--- src/design/assert_macros.svh ---
// assertion macros shared by the rtl modules
`ifndef ASSERT_MACROS_SVH
`define ASSERT_MACROS_SVH

// checked at every edge outside reset
`define ASSERT_RST(lbl, clk, rst, prop, msg) \
   lbl: assert property (@(posedge clk) disable iff (rst) prop) else $error(msg);

// checked at every edge, reset included
`define ASSERT_ALWAYS(lbl, clk, prop, msg) \
   lbl: assert property (@(posedge clk) prop) else $error(msg);

`endif

--- src/design/dqe_pkg.sv ---
// package: constants, types and control structs of the qname label encoder
`default_nettype none

package dqe_pkg;

   localparam int LABEL_MAX   = 62;
   localparam int STORE_DEPTH = 62;
   localparam int CNT_W       = $clog2(LABEL_MAX + 1);
   localparam int ADDR_W      = $clog2(STORE_DEPTH);
   localparam logic [7:0] DOT_CHAR = 8'h2E;
   localparam logic [7:0] TERM_BYTE = 8'h00;

   typedef enum logic [1:0] {
      ST_IDLE,
      ST_LEN,
      ST_CHARS,
      ST_TERM
   } state_type;

   typedef enum logic [1:0] {
      SEL_LEN,
      SEL_CHAR,
      SEL_ZERO
   } out_sel_type;

   typedef struct packed {
      logic        store;
      logic        set_ovf;
      logic        rd_first;
      logic        rd_next;
      logic        clear_count;
      out_sel_type sel;
   } dp_cmd_type;

   typedef struct packed {
      logic is_dot;
      logic count_zero;
      logic count_full;
      logic rd_end;
   } dp_status_type;

endpackage

`default_nettype wire

--- src/design/dqe_datapath.sv ---
// datapath: label store, count, read pointer, overflow flag and output byte mux
`default_nettype none
`include "assert_macros.svh"

module dqe_datapath
   import dqe_pkg::*;
(
   input  wire logic          clock,
   input  wire logic          reset,
   input  wire logic [7:0]    char_in,
   input  wire dp_cmd_type    cmd,
   output dp_status_type      status,
   output logic [7:0]         byte_out,
   output logic               label_error
);

   logic [7:0]        store_mem [STORE_DEPTH];
   logic [7:0]        rd_data_ff;
   logic [CNT_W-1:0]  count_ff;
   logic [CNT_W-1:0]  count_in;
   logic [CNT_W-1:0]  rd_idx_ff;
   logic [CNT_W-1:0]  rd_idx_in;
   logic              ovf_ff;
   logic              ovf_in;

   // label store, written at the current count, read at the read pointer
   always_ff @(posedge clock) begin
      if (cmd.store) begin
         store_mem[count_ff[ADDR_W-1:0]] <= char_in;
      end
      if (cmd.rd_first) begin
         rd_data_ff <= store_mem['0];
      end else if (cmd.rd_next) begin
         rd_data_ff <= store_mem[rd_idx_ff[ADDR_W-1:0]];
      end
   end

   always_comb begin
      count_in  = count_ff;
      rd_idx_in = rd_idx_ff;
      ovf_in    = ovf_ff | cmd.set_ovf;
      if (cmd.clear_count) begin
         count_in = '0;
      end else if (cmd.store) begin
         count_in = count_ff + CNT_W'(1);
      end
      if (cmd.rd_first) begin
         rd_idx_in = CNT_W'(1);
      end else if (cmd.rd_next) begin
         rd_idx_in = rd_idx_ff + CNT_W'(1);
      end
   end

   always_ff @(posedge clock) begin
      if (reset) begin
         count_ff  <= '0;
         rd_idx_ff <= '0;
         ovf_ff    <= 1'b0;
      end else begin
         count_ff  <= count_in;
         rd_idx_ff <= rd_idx_in;
         ovf_ff    <= ovf_in;
      end
   end

   always_comb begin
      status.is_dot     = (char_in == DOT_CHAR);
      status.count_zero = (count_ff == '0);
      status.count_full = (count_ff == CNT_W'(LABEL_MAX));
      status.rd_end     = (rd_idx_ff == count_ff);
   end

   always_comb begin
      case (cmd.sel)
         SEL_LEN:  byte_out = 8'(count_ff);
         SEL_CHAR: byte_out = rd_data_ff;
         SEL_ZERO: byte_out = TERM_BYTE;
         default:  byte_out = TERM_BYTE;
      endcase
   end

   assign label_error = ovf_ff;

   `ASSERT_RST(a_count_bound, clock, reset, count_ff <= CNT_W'(LABEL_MAX), "label count past max")
   `ASSERT_RST(a_ovf_sticky, clock, reset, ovf_ff |=> ovf_ff, "overflow flag dropped")
   `ASSERT_RST(a_no_store_full, clock, reset, !(cmd.store && status.count_full),
               "store into full label")

endmodule

`default_nettype wire

--- src/design/dqe_ctrl.sv ---
// controller: state machine sequencing length, characters and terminator
`default_nettype none
`include "assert_macros.svh"

module dqe_ctrl
   import dqe_pkg::*;
(
   input  wire logic          clock,
   input  wire logic          reset,
   input  wire logic          req_valid,
   input  wire logic          req_is_last,
   output logic               req_ready,
   output logic               rsp_valid,
   input  wire logic          rsp_ready,
   output logic               rsp_run_end,
   input  wire dp_status_type status,
   output dp_cmd_type         cmd
);

   state_type state_ff;
   state_type state_in;
   logic      last_ff;
   logic      last_in;

   always_ff @(posedge clock) begin
      if (reset) begin
         state_ff <= ST_IDLE;
         last_ff  <= 1'b0;
      end else begin
         state_ff <= state_in;
         last_ff  <= last_in;
      end
   end

   always_comb begin
      state_in    = state_ff;
      last_in     = last_ff;
      req_ready   = 1'b0;
      rsp_valid   = 1'b0;
      rsp_run_end = 1'b0;
      cmd         = '{store: 1'b0, set_ovf: 1'b0, rd_first: 1'b0, rd_next: 1'b0,
                      clear_count: 1'b0, sel: SEL_ZERO};
      case (state_ff)
         ST_IDLE: begin
            req_ready = 1'b1;
            if (req_valid) begin
               last_in = req_is_last;
               if (status.is_dot) begin
                  if (!status.count_zero) begin
                     state_in = ST_LEN;
                  end else if (req_is_last) begin
                     state_in = ST_TERM;
                  end
               end else begin
                  cmd.store   = !status.count_full;
                  cmd.set_ovf = status.count_full;
                  if (req_is_last) begin
                     state_in = ST_LEN;
                  end
               end
            end
         end
         ST_LEN: begin
            rsp_valid    = 1'b1;
            cmd.sel      = SEL_LEN;
            cmd.rd_first = 1'b1;
            if (rsp_ready) begin
               state_in = ST_CHARS;
            end
         end
         ST_CHARS: begin
            rsp_valid   = 1'b1;
            cmd.sel     = SEL_CHAR;
            rsp_run_end = status.rd_end && !last_ff;
            if (rsp_ready) begin
               if (status.rd_end) begin
                  cmd.clear_count = 1'b1;
                  state_in        = last_ff ? ST_TERM : ST_IDLE;
               end else begin
                  cmd.rd_next = 1'b1;
               end
            end
         end
         ST_TERM: begin
            rsp_valid       = 1'b1;
            rsp_run_end     = 1'b1;
            cmd.sel         = SEL_ZERO;
            if (rsp_ready) begin
               cmd.clear_count = 1'b1;
               state_in        = ST_IDLE;
            end
         end
         default: begin
            state_in = ST_IDLE;
         end
      endcase
   end

   `ASSERT_RST(a_one_side, clock, reset, !(req_ready && rsp_valid),
               "input and output active together")
   `ASSERT_RST(a_chars_done, clock, reset,
               (state_ff == ST_CHARS && rsp_ready && status.rd_end) |=>
               (state_ff == ST_IDLE || state_ff == ST_TERM), "label flush did not finish")
   `ASSERT_ALWAYS(a_reset_idle, clock, reset |=> state_ff == ST_IDLE, "not idle after reset")

endmodule

`default_nettype wire

--- src/design/dns_qname_label_encoder_unit.sv ---
// top level: dotted hostname to dns wire form label encoder
//
//  channel | ports                                         | direction
//  --------+-----------------------------------------------+----------
//  req     | req_valid req_ready req_char_in req_is_last   | in
//  rsp     | rsp_valid rsp_ready rsp_byte_out rsp_run_end  | out
//          | rsp_label_error                               |
//
// a character that is not a dot and not last is taken and gives no transfer
// a flushed label of n characters gives n + 1 output transfers, plus the terminator if it was last,
//   starting in the cycle after the flushing item is taken; input is taken again
//   in the cycle right after the final output transfer
// the label store is read one entry per output transfer through its registered read port
// reset is synchronous: count, overflow flag and state machine clear; the store is not cleared
// a stall on rsp holds the current byte; no input is taken while a flush is in progress
`default_nettype none

module dns_qname_label_encoder_unit
   import dqe_pkg::*;
(
   input  wire logic       clock,
   input  wire logic       reset,
   input  wire logic       req_valid,
   output logic            req_ready,
   input  wire logic [7:0] req_char_in,
   input  wire logic       req_is_last,
   output logic            rsp_valid,
   input  wire logic       rsp_ready,
   output logic [7:0]      rsp_byte_out,
   output logic            rsp_run_end,
   output logic            rsp_label_error
);

   // command and status between controller and datapath
   dp_cmd_type    cmd;
   dp_status_type status;

   // state machine: accepts characters, then walks length, characters, terminator
   dqe_ctrl u_ctrl (
      .clock       (clock),
      .reset       (reset),
      .req_valid   (req_valid),
      .req_is_last (req_is_last),
      .req_ready   (req_ready),
      .rsp_valid   (rsp_valid),
      .rsp_ready   (rsp_ready),
      .rsp_run_end (rsp_run_end),
      .status      (status),
      .cmd         (cmd)
   );

   // label store, counters, sticky overflow flag and output byte select
   dqe_datapath u_datapath (
      .clock       (clock),
      .reset       (reset),
      .char_in     (req_char_in),
      .cmd         (cmd),
      .status      (status),
      .byte_out    (rsp_byte_out),
      .label_error (rsp_label_error)
   );

endmodule

`default_nettype wire
--- config.mk ---
export PLATFORM = sky130hd
export DESIGN_NAME = dns_qname_label_encoder_unit
export DESIGN_NICKNAME = d
export VERILOG_FILES = /design/src/design/dqe_pkg.sv /design/src/design/dqe_datapath.sv /design/src/design/dqe_ctrl.sv /design/src/design/dns_qname_label_encoder_unit.sv
export VERILOG_INCLUDE_DIRS = /design/src /design/src/design
export SDC_FILE = /design/constraint.sdc
export NUM_CORES = 1
export LEC_CHECK = 0
export ABC_CLOCK_PERIOD_IN_PS = 6700
export BUFFER_PORTS_ARGS = -buffer_cell sky130_fd_sc_hd__buf_2
export CORE_AREA = 2 2 235 179
export DETAILED_ROUTE_END_ITERATION = 10
export DIE_AREA = 0 0 237 181
export PLACE_DENSITY_LB_ADDON = 0.25
export SYNTH_ARGS = -nofsm -noshare
export SYNTH_HDL_FRONTEND = slang
export SYNTH_SLANG_ARGS = --single-unit
export TNS_END_PERCENT = 5
--- constraint.sdc ---
create_clock -name clock -period 6.7 [get_ports clock]
set_input_delay 1.34 -clock clock [delete_from_list [all_inputs] [get_ports clock]]
set_output_delay 1.34 -clock clock [all_outputs]
set_load 0.02 [all_outputs]
==> After elaboration in Yosys (flattened, before gate mapping) <==
Memories as Yosys holds them, arrays and structs flattened.
Cells that the tools add are included.
{ "totals": {"output_inout_bits": 12, "n_memories": 1, "elab_cells": 69, "ram_bits": 496, "inputBits": 13, "ff_bits": 24} }
{ "mem_list": {"columns": ["name", "words", "word_bits", "read_ports", "rd_clocked_by_memory_dff", "write_ports", "line", "source"], "rows": [
  ["u_datapath.store_mem", 62, 8, 2, 0, 1, "dqe_datapath.sv:17", "logic [7:0] store_mem [STORE_DEPTH];"]
]} }
{ "op_classes": {"reduce_logical": 12, "n_eq_ne": 14, "n_addsub": 2, "n_mux": 32, "bitwise": 1} }
{ "ops": {"columns": ["operator", "n"], "rows": [
  ["$mux 2", 14],
  ["$mux 8", 2],
  ["$pmux 8 s2", 1],
  ["$add 6x1->6 const B", 2],
  ["$mux 1", 11],
  ["$eq 8x6->1 const B", 1],
  ["$ne 2x2->1 const B", 4],
  ["$pmux 2 s4", 1],
  ["$reduce_and 7->1", 1],
  ["$eq 6x6->1", 1],
  ["$eq 6x6->1 const B", 1],
  ["$logic_not 6->1", 1],
  ["$ne 3x3->1 const B", 2],
  ["$eq 2x1->1 const B", 2],
  ["$eq 2x2->1 const B", 2],
  ["$logic_not 2->1", 2],
  ["$pmux 1 s2", 2],
  ["$pmux 2 s2", 1],
  ["$reduce_or 2->1", 2],
  ["$reduce_or 3->1", 1],
  ["$logic_not 1->1", 2],
  ["$ne 2x1->1 const B", 1],
  ["$reduce_and 2->1", 1],
  ["$reduce_bool 2->1", 1],
  ["other kinds (2)", 2]
]} }

==> Longest topological paths before layout <==
Gate-level depths: netlist of the first run.
{ "depth": {"depth_word": 7, "mapped_depth": 11, "mapped_depth_nobuf": 8} }

==> Modules after synthesis <==
Synthesis of the first run repeated with hierarchy kept, for this count alone.
{ "unflattened": {"cells_unflattened": 1109, "area_unflattened_um2": 21079.0} }
{ "by_module_without_submodules": {"columns": ["module", "seq_area_each_um2", "cells_each", "area_each_um2", "n_inst"], "rows": [
  ["dqe_datapath", 15394.8, 1068, 20756.2, 1],
  ["dqe_ctrl", 60.1, 41, 322.8, 1]
]} }

==> Worst setup path after synthesis of the first run <==
Ideal clock, no wire load.
{ "synth_path": {"path_kind": "input to register", "start": "input req_char_in[4]", "end": "memory u_datapath.store_mem[31][0] (enable)", "arrival_time_ns": 2.771, "setup_slack_ns": 3.645, "cell_stages": 4, "setup_ns": 0.284, "required_ns": 6.416, "n_path_buf": 0, "path_cell_list": "or4b_2 > o2111a_1 > nand3_1 > nor2_1"} }
{ "synth_between": {"elab_chain_cells": 6} }
{ "synth_rtl": {"columns": ["item", "line", "source"], "rows": [
  ["start: declaration", "dns_qname_label_encoder_unit.sv:25", "input wire logic [7:0] req_char_in,"],
  ["$eq 8x6->1", "dqe_datapath.sv:67", "status.is_dot = (char_in == DOT_CHAR);"],
  ["$mux 2", "dqe_ctrl.sv:48", "if (status.is_dot) begin"],
  ["$mux 2", "dqe_ctrl.sv:46", "if (req_valid) begin"],
  ["$mux 2", "dqe_ctrl.sv:43", "case (state_ff)"],
  ["$mux 1", "dqe_datapath.sv:28", "if (cmd.store) begin"],
  ["$mux 1 (not written as such)", "dqe_datapath.sv:29", "store_mem[count_ff[ADDR_W-1:0]] <= char_in;"],
  ["end: declaration", "dqe_datapath.sv:17", null]
]} }
Every way passes these cells.

==> Final worst setup path of the first run <==
{ "layout_path": {"start": "input req_char_in[5]", "end": "memory u_datapath.store_mem[23][0] (enable)"} }
The elaborated chain is that of the path after synthesis.

==> run summary, run 1 <==
Vias per cell - 6.36
Insertion delay of the later-clocked pin in the worst-skew pair - 0.57 ns
Buffer count from post-CTS setup fixing - 0
Prevailing post-synth register cell - edfxtp_1
Total power - 7.52 mW
Cell internal pwr - 5.66 mW
Min-delay worst type - flip-flop to flip-flop
CP max FO - 21
Syn_area_per_cell - 18.6 µm²
Asr flop ratio synth - 0%
#FFs+latches synth - 520
Type of origin of the critical path - input port
Post-DR wirelength/cell - 29.9 µm
Synth Net Count - 1139
Clock network fraction of total power - 36.3%
WP data arrival - 4.02 ns
Most area-consuming cells after synthesis - edfxtp_1 (73%), mux4_2 (11%), mux2i_1 (2.7%)
R2r endpoint - u_datapath.store_mem[23][0]$_DFFE_PP_
Overall Global Routing Usage - 24.4%
Fin. Hold Viols - 0
Sequential power share - 49.9%
Post-synthesis sequential area ratio - 74.2%
Peak supply drop - 236 µV
Synthesized area - 20800 µm²
Min Hold Slack - 0.505 ns
Post-synth EDFFs - 504
Reg2reg start - u_datapath.count_ff[0]$_SDFFE_PP0P_
Core area - 40400 µm²
Fin nets - 1173
CTS tree - yes
Die area - 42900 µm²
Pleak - 7.10 nW
Clock skew - 0.0137 ns
Chip Width - 237 µm
CTS H-tree lvls - 2
Achievable Freq - 0.262 GHz
Fin. max-slew vios - 0
Share of layout cells above drive strength 1 - 19.7%
Initial antenna violation count - 1
R2R cell count - 6
Number of global-route vias before repair - 10400
# diodes - 0
Grt total ovfl - 0
Detail Route Antenna Nets - 0
CP Launch Point - req_char_in[5]
Final wirelength - 51300 µm
Initial Util - 51.5%
CTS Root Cell - clkbuf_16
Dominant cell type by area after synthesis - edfxtp_1
Detailed Route Iter0 Violations - 1399
Hold buffers post-CTS - 0
Critical path capture point type - flip-flop
Period minus WS final - 3.82 ns
Post-DP HPWL - 31000 µm
Post-synth top area share - 72.7%
Total Neg Setup Slack - 0 ns
Buffers on Ports - 24
Max Cap Viol - 0
Post-cts sizing count - 0
Psw - 1.86 mW
Clock Sinks - 520
DR vias - 10900
Worst Path Required - 6.90 ns
RePlAce Congestion - 0.845
Synth cell types - 51
Die height - 181 µm
Final period utilization - 57.0%
Worst reg-to-reg setup slack - 3.26 ns
Clock-pin slew on the worst setup and hold paths - 0.07 ns
CTS Buffer Depth - 3
Pre-antenna DRT Iters - 5
Critical path type - input port to flip-flop
Power per cell area - 326 nW/µm²
Critical path destination - u_datapath.store_mem[23][0]$_DFFE_PP_
Mapped Cells - 1117
DR DRC count - 0
Combinational share of power - 13.8%
Setup Viol. Count Final - 0
Cts bufs inserted - 49
Switch share - 24.7%
Final core utilization - 57.0%
First-pass GRT wire length - 74700 µm
Slew @ Worst Pin - 1.16 ns
Largest net degree at the start of global routing - 81
Area Overhead vs Synth - 10.6%
Boundary Pins - 25
Outcome - completed
Unrepaired setup endpoints after global routing - false
Syn. warnings - 0
Slew HR - 22.7%
Rows - 64
==> registers in the layout, indices dropped and copies added, names as in the netlist <==
| register | cells |
|---|---|
| u_datapath.count_ff | 6 |
| u_datapath.store_mem | 496 |
| u_datapath.rd_idx_ff | 6 |
| u_datapath.label_error | 1 |
| u_ctrl.last_ff | 1 |
| u_ctrl.state_ff | 2 |
| u_datapath.rd_data_ff | 8 |
==> area by class of cell <==
cell class              instances  area [µm²]
fillers                      2930       17400
flip-flops and latches        520       15500
multi-input cells             524        5000
clock buffers                  62        1330
well taps                     528         661
repair buffers                 45         290
clock inverters                28         243
inverters                      11        41.3
==> logic make-up after synthesis <==
family          share of synthesized area, %
mux                                     14.4
compound gates                          3.70
xor+xnor                               0.631
simple gates                            4.81
buf+inv                                 1.73
flops                                   74.2
fa+ha+maj                              0.541
==> cell usage after synthesis (all sizes together) (3+ instances only) <==
master and n:
a211oi 7, a21oi 18, a22oi 19, a311oi 4
a31oi 11, a32o 3, and2 9, buf 36
clkbuf 26, dfxtp 16, edfxtp 504, ha 9
inv 11, mux2 8, mux2i 57, mux4 103
nand2 49, nand3 23, nand3b 3, nand4 6
nor2 99, nor2b 12, nor3 7, o2111ai 4
o211ai 3, o21ai 14, o21bai 3, o221ai 7
o22ai 4, or2 3, or3 5, xor2 13
==> worst min path at each step <==
stage,to,cells after the start,slack (ns),start
2_1_floorplan,u_ctrl.last_ff$_SDFFE_PP0P_,2,0.46,u_ctrl.last_ff$_SDFFE_PP0P_
3_3_place_gp,u_datapath.label_error$_SDFF_PP0_,2,0.48,u_datapath.label_error$_SDFF_PP0_
3_5_place_dp,u_datapath.label_error$_SDFF_PP0_,2,0.48,u_datapath.label_error$_SDFF_PP0_
4_1_cts,u_datapath.label_error$_SDFF_PP0_,2,0.50,u_datapath.label_error$_SDFF_PP0_
5_1_grt,u_datapath.label_error$_SDFF_PP0_,2,0.54,u_datapath.label_error$_SDFF_PP0_
6_report,u_datapath.label_error$_SDFF_PP0_,2,0.51,u_datapath.label_error$_SDFF_PP0_
==> cells in the final DEF, fill, tap and decap left out, types with 11 or more instances in the layout <==
master	count
nand2_1	49
inv_1	11
clkbuf_16	51
nor2b_1	12
buf_2	24
mux2i_1	57
buf_4	20
xor2_1	13
edfxtp_1	504
clkinv_2	12
dfxtp_1	13
a22oi_1	19
nand3_1	23
o21ai_0	13
mux4_2	101
a21oi_1	18
nor2_1	99
==> power by group through the flow <==
stage / clock [mW] / combinational [mW] / sequential [mW]
floorplan: 0 / 0.797 / 3.74
global route: 2.89 / 1.11 / 3.76
finish: 2.73 / 1.04 / 3.75
global placement: 0 / 1.02 / 3.82
CTS: 2.76 / 1.04 / 3.75
detailed placement: 0 / 1.03 / 3.82
==> worst max-delay path: stages <==
cell	delay (ns)
buf_2	0.09
buf_4	0.20
or4b_2	0.27
o2111a_1	0.29
nand3_1	0.86
nor2_1	0.93
==> metal layers <==
layer,part of all wire (%),track usage (%),vias up
li1,-,-,4571
met1,46,39.8,5638
met2,40,31.3,640
met3,12,8.10,78
met4,2.0,5.67,2
met5,0.023,0,-
==> through the flow <==
stage	setup slack [ns]	instances	instance area, µm²
2_1_floorplan	3.65	1117	20800
3_3_place_gp	2.53	1628	21500
3_5_place_dp	2.44	1628	21500
4_1_cts	2.87	1718	23000
5_1_grt	2.71	1718	23000
6_report	2.88	1718	23000
(Power assumes the default switching activity.)
==> run 2, diff against run 1 <==
- ABC_CLOCK_PERIOD_IN_PS: 6700 -> 3800
- clock period: 6.7 -> 3.8 ns (I/O delays scaled with it)
==> run summary, run 2 (same netlist as run 1, synthesis figures left out) <==
CP max FO - 33
Grt total ovfl - 0
Initial Util - 51.5%
Layout fillers - 2961
Met2 Routed Length - 21000 µm
Period minus WS final - 3.47 ns
Fin nets - 1192
Rows - 64
DR vias - 10900
Clock Sinks - 520
Insertion delay of the later-clocked pin in the worst-skew pair - 0.58 ns
Post-cts sizing count - 0
Total power - 13.3 mW
Critical path type - flip-flop to primary output
DR DRC count - 0
Min-delay worst type - input port to flip-flop
Slew HR - 16.3%
Detailed Route Iter0 Violations - 1353
Buffer count from post-CTS setup fixing - 0
Largest net degree at the start of global routing - 63
Min Hold Slack - 0.449 ns
Power per cell area - 575 nW/µm²
Overall Global Routing Usage - 23.6%
Final wirelength - 50000 µm
WP data arrival - 2.71 ns
Reg2reg start - u_datapath.rd_idx_ff[0]$_SDFFE_PP0P_
Finished Layout Cells - 1736
DP Cell Count - 1647
Worst reg-to-reg setup slack - 0.80 ns
CTS Root Cell - clkbuf_16
Buffers on Ports - 24
Worst Path Required - 3.04 ns
CP Launch Point - u_datapath.rd_idx_ff[1]$_SDFFE_PP0P_
M1 WL - 22700 µm
Detail Route Antenna Nets - 0
Clock-pin slew on the worst setup and hold paths - 0.07 ns
Final core utilization - 57.4%
Outcome - completed
Clock skew - 0.0253 ns
CTS H-tree lvls - 2
Most frequent cells in the layout - edfxtp_1 (504), mux4_2 (101), nor2_1 (99), mux2i_1 (57)
Setup Viol. Count Final - 0
Critical path capture point type - primary output
Peak supply drop - 306 µV
Leading cell type in the layout, fill and taps excluded - edfxtp_1
Total Neg Setup Slack - 0 ns
Cts bufs inserted - 49
Setup slack after layout - 0.333 ns
Vias per cell - 6.31
CTS tree - yes
Number of global-route vias before repair - 10600
Pre-CTS setup slack - 0.477 ns
DP Area - 21700 µm²
Die area - 42900 µm²
CTS Buffer Depth - 3
Final Cell Area - 23200 µm²
Boundary Pins - 25
Pre-antenna DRT Iters - 5
Fin. Hold Viols - 0
Final period utilization - 91.2%
Slew @ Worst Pin - 1.25 ns
Die height - 181 µm
Share of layout cells above drive strength 1 - 20.6%
First-pass GRT wire length - 72900 µm
Unrepaired setup endpoints after global routing - false
DR top layer - met5
Max reg flops - 496
Hold buffers post-CTS - 0
Max Cap Viol - 0
Initial antenna violation count - 4
Post-DP HPWL - 31600 µm
Pleak - 7.19 nW
Core area - 40400 µm²
Chip Width - 237 µm
Fin. max-slew vios - 0
Area Overhead vs Synth - 11.5%
# diodes - 0
Type of origin of the critical path - flip-flop
RePlAce Congestion - 0.903
Post-DR wirelength/cell - 28.8 µm
Routed wl met3 - 5210 µm
Achievable Freq - 0.288 GHz
Hold path start - req_is_last
[run 2: layout make-up]
type                       instances  area, µm²  area share, %
multi-input combinational        524       5000           21.6
clock inverter                    27        280           1.21
timing repair buffer              64        483           2.08
tap                              528        661           2.85
clock buffer                      62       1270           5.49
sequential                       520      15500           66.6
inverter                          11       41.3          0.178
[run 2: power breakdown]
part / switching (mW) / internal (mW) / leakage, nW
logic: 1.05 / 0.841 / 1.76
registers: 0.174 / 6.44 / 4.67
clock network: 2.06 / 2.78 / 0.760
[run 2: worst paths after layout]
kind,endpoint,cells after the start
max,rsp_run_end,7
min,u_ctrl.last_ff$_SDFFE_PP0P_,3
max reg2reg,u_datapath.rd_data_ff[7]$_DFFE_PP_,6
min reg2reg,u_ctrl.last_ff$_SDFFE_PP0P_,2
[run 2: critical path: stages, from the launching register on]
cell and delay, ns:
dfxtp_4 0.74, buf_4 0.43, xor2_1 0.11, nor2_1 0.19
and3_1 0.21, nand2_1 0.06, o21bai_1 0.18, buf_2 0.19
[run 2: metal layers]
layer	track usage (%)	vias to the layer above
met1	37.6	5672
met2	32.6	579
li1	-	4618
met5	0	-
met4	5.24	2
met3	6.13	77
==> run 3, diff against run 2 <==
- ABC_AREA: not set -> 0
- CORE_AREA: 2 2 235 179 -> 2 2 228 174
- DIE_AREA: 0 0 237 181 -> 0 0 230 176
- PLACE_DENSITY: not set -> 0.67
- PLACE_DENSITY_LB_ADDON: 0.25 -> not set
==> run summary, run 3 (same netlist as run 1, synthesis figures left out) <==
Outcome - completed
Cts bufs inserted - 49
CTS Root Cell - clkbuf_16
Buffers on Ports - 24
Boundary Pins - 25
Clock-pin slew on the worst setup and hold paths - 0.06 ns
Detailed Route Iter0 Violations - 1566
Die height - 176 µm
Overall Global Routing Usage - 25.7%
Fin nets - 1197
Max Cap Viol - 0
Buffer count from post-CTS setup fixing - 0
Chip Width - 230 µm
DR vias - 10900
Initial Util - 54.8%
# diodes - 0
Slew HR - 18.8%
Pre-CTS setup slack - 0.0565 ns
Die area - 40500 µm²
DR DRC count - 0
WP data arrival - 2.44 ns
Fin. Hold Viols - 0
Total Neg Setup Slack - 0 ns
Initial antenna violation count - 1
Achievable Freq - 0.312 GHz
Post-DR wirelength/cell - 29.2 µm
Pre-antenna DRT Iters - 6
CTS tree - yes
Setup slack after layout - 0.597 ns
Largest net degree at the start of global routing - 63
Final core utilization - 60.6%
CP max FO - 44
RePlAce Congestion - 0.859
Final wirelength - 50100 µm
Fin. max-slew vios - 0
Type of origin of the critical path - flip-flop
First-pass GRT wire length - 74900 µm
Peak supply drop - 407 µV
Area Overhead vs Synth - 10.7%
Min-delay worst type - input port to flip-flop
Post-DP HPWL - 31000 µm
CTS H-tree lvls - 2
Number of global-route vias before repair - 10800
Core area - 38000 µm²
Unrepaired setup endpoints after global routing - false
Period minus WS final - 3.20 ns
CTS Buffer Depth - 3
Critical path capture point type - primary output
Critical path type - flip-flop to primary output
Setup Viol. Count Final - 0
Clock skew - 0.0132 ns
Worst Path Required - 3.04 ns
Detail Route Antenna Nets - 0
Insertion delay of the later-clocked pin in the worst-skew pair - 0.56 ns
Hold buffers post-CTS - 0
Power per cell area - 560 nW/µm²
Clock Sinks - 520
Share of layout cells above drive strength 1 - 20.2%
Leading cell type in the layout, fill and taps excluded - edfxtp_1
Final period utilization - 84.3%
Slew @ Worst Pin - 1.22 ns
Rows - 62
Vias per cell - 6.37
Pleak - 7.14 nW
Max reg flops - 496
Grt total ovfl - 0
Post-cts sizing count - 0
Most frequent cells in the layout - edfxtp_1 (504), mux4_2 (101), nor2_1 (99), mux2i_1 (57)
## run 3: changes by cell type in the layout (fill, tap and decap cells not counted)
cell        before  now
clkinv_1         8    7
clkinvlp_4       2    1
buf_4           35   41
buf_12           5    4
bufinv_16        6    1
clkinv_4         0    1
clkinv_2        11    6
clkbuf_1        13   16
## run 3: worst max-delay path, stage by stage (launching register included)
cell	delay (ns)
dfxtp_4	0.87
xor2_1	0.16
nor2_1	0.23
and3_1	0.21
nand2_1	0.06
o21bai_1	0.15
buf_2	0.18
## run 3: cell type report
| cell class | instances | area [µm²] |
|---|---|---|
| sequential | 520 | 15500 |
| tap | 512 | 641 |
| clock buffer | 65 | 1290 |
| inverter | 11 | 41.3 |
| timing repair buffer | 69 | 508 |
| multi-input combinational | 524 | 5000 |
| fill | 2775 | 15000 |
| clock inverter | 16 | 103 |
## run 3: per-layer routing
metal / vias up / wire, µm / GRT usage [%]
met5: - / 69 / 1.20
met4: 2 / 955 / 5.73
met3: 81 / 6210 / 8.37
met2: 608 / 21000 / 35.1
met1: 5625 / 21800 / 40.3
li1: 4619 / - / -
## run 3: path summary, 6_finish.rpt
path | from | end | slack, ns | cells after the start
max reg2reg | u_ctrl.state_ff[0]$_SDFFE_PP0P_ | u_datapath.store_mem[35][4]$_DFFE_PP_ | 0.75 | 7
min | req_is_last | u_ctrl.last_ff$_SDFFE_PP0P_ | 0.45 | 3
min reg2reg | u_datapath.label_error$_SDFF_PP0_ | u_datapath.label_error$_SDFF_PP0_ | 0.51 | 2
max | u_datapath.rd_idx_ff[1]$_SDFFE_PP0P_ | rsp_run_end | 0.60 | 6
## run 3: metrics by stage
stage	total power [mW]	area [µm²]	cells	hold WS [ns]
6_report	12.9	23000	1717	0.453
5_1_grt	13.4	23000	1717	0.468
4_1_cts	12.9	23000	1717	0.438
3_5_place_dp	8.59	21700	1636	0.477
3_3_place_gp	8.58	21700	1636	0.490
2_1_floorplan	8.00	20800	1117	0.464
## run 3: power by group
group          total, mW  internal (mW)  switching, mW
Clock               4.42           2.43           1.99
Sequential          6.61           6.44          0.170
Combinational       1.87          0.833           1.04
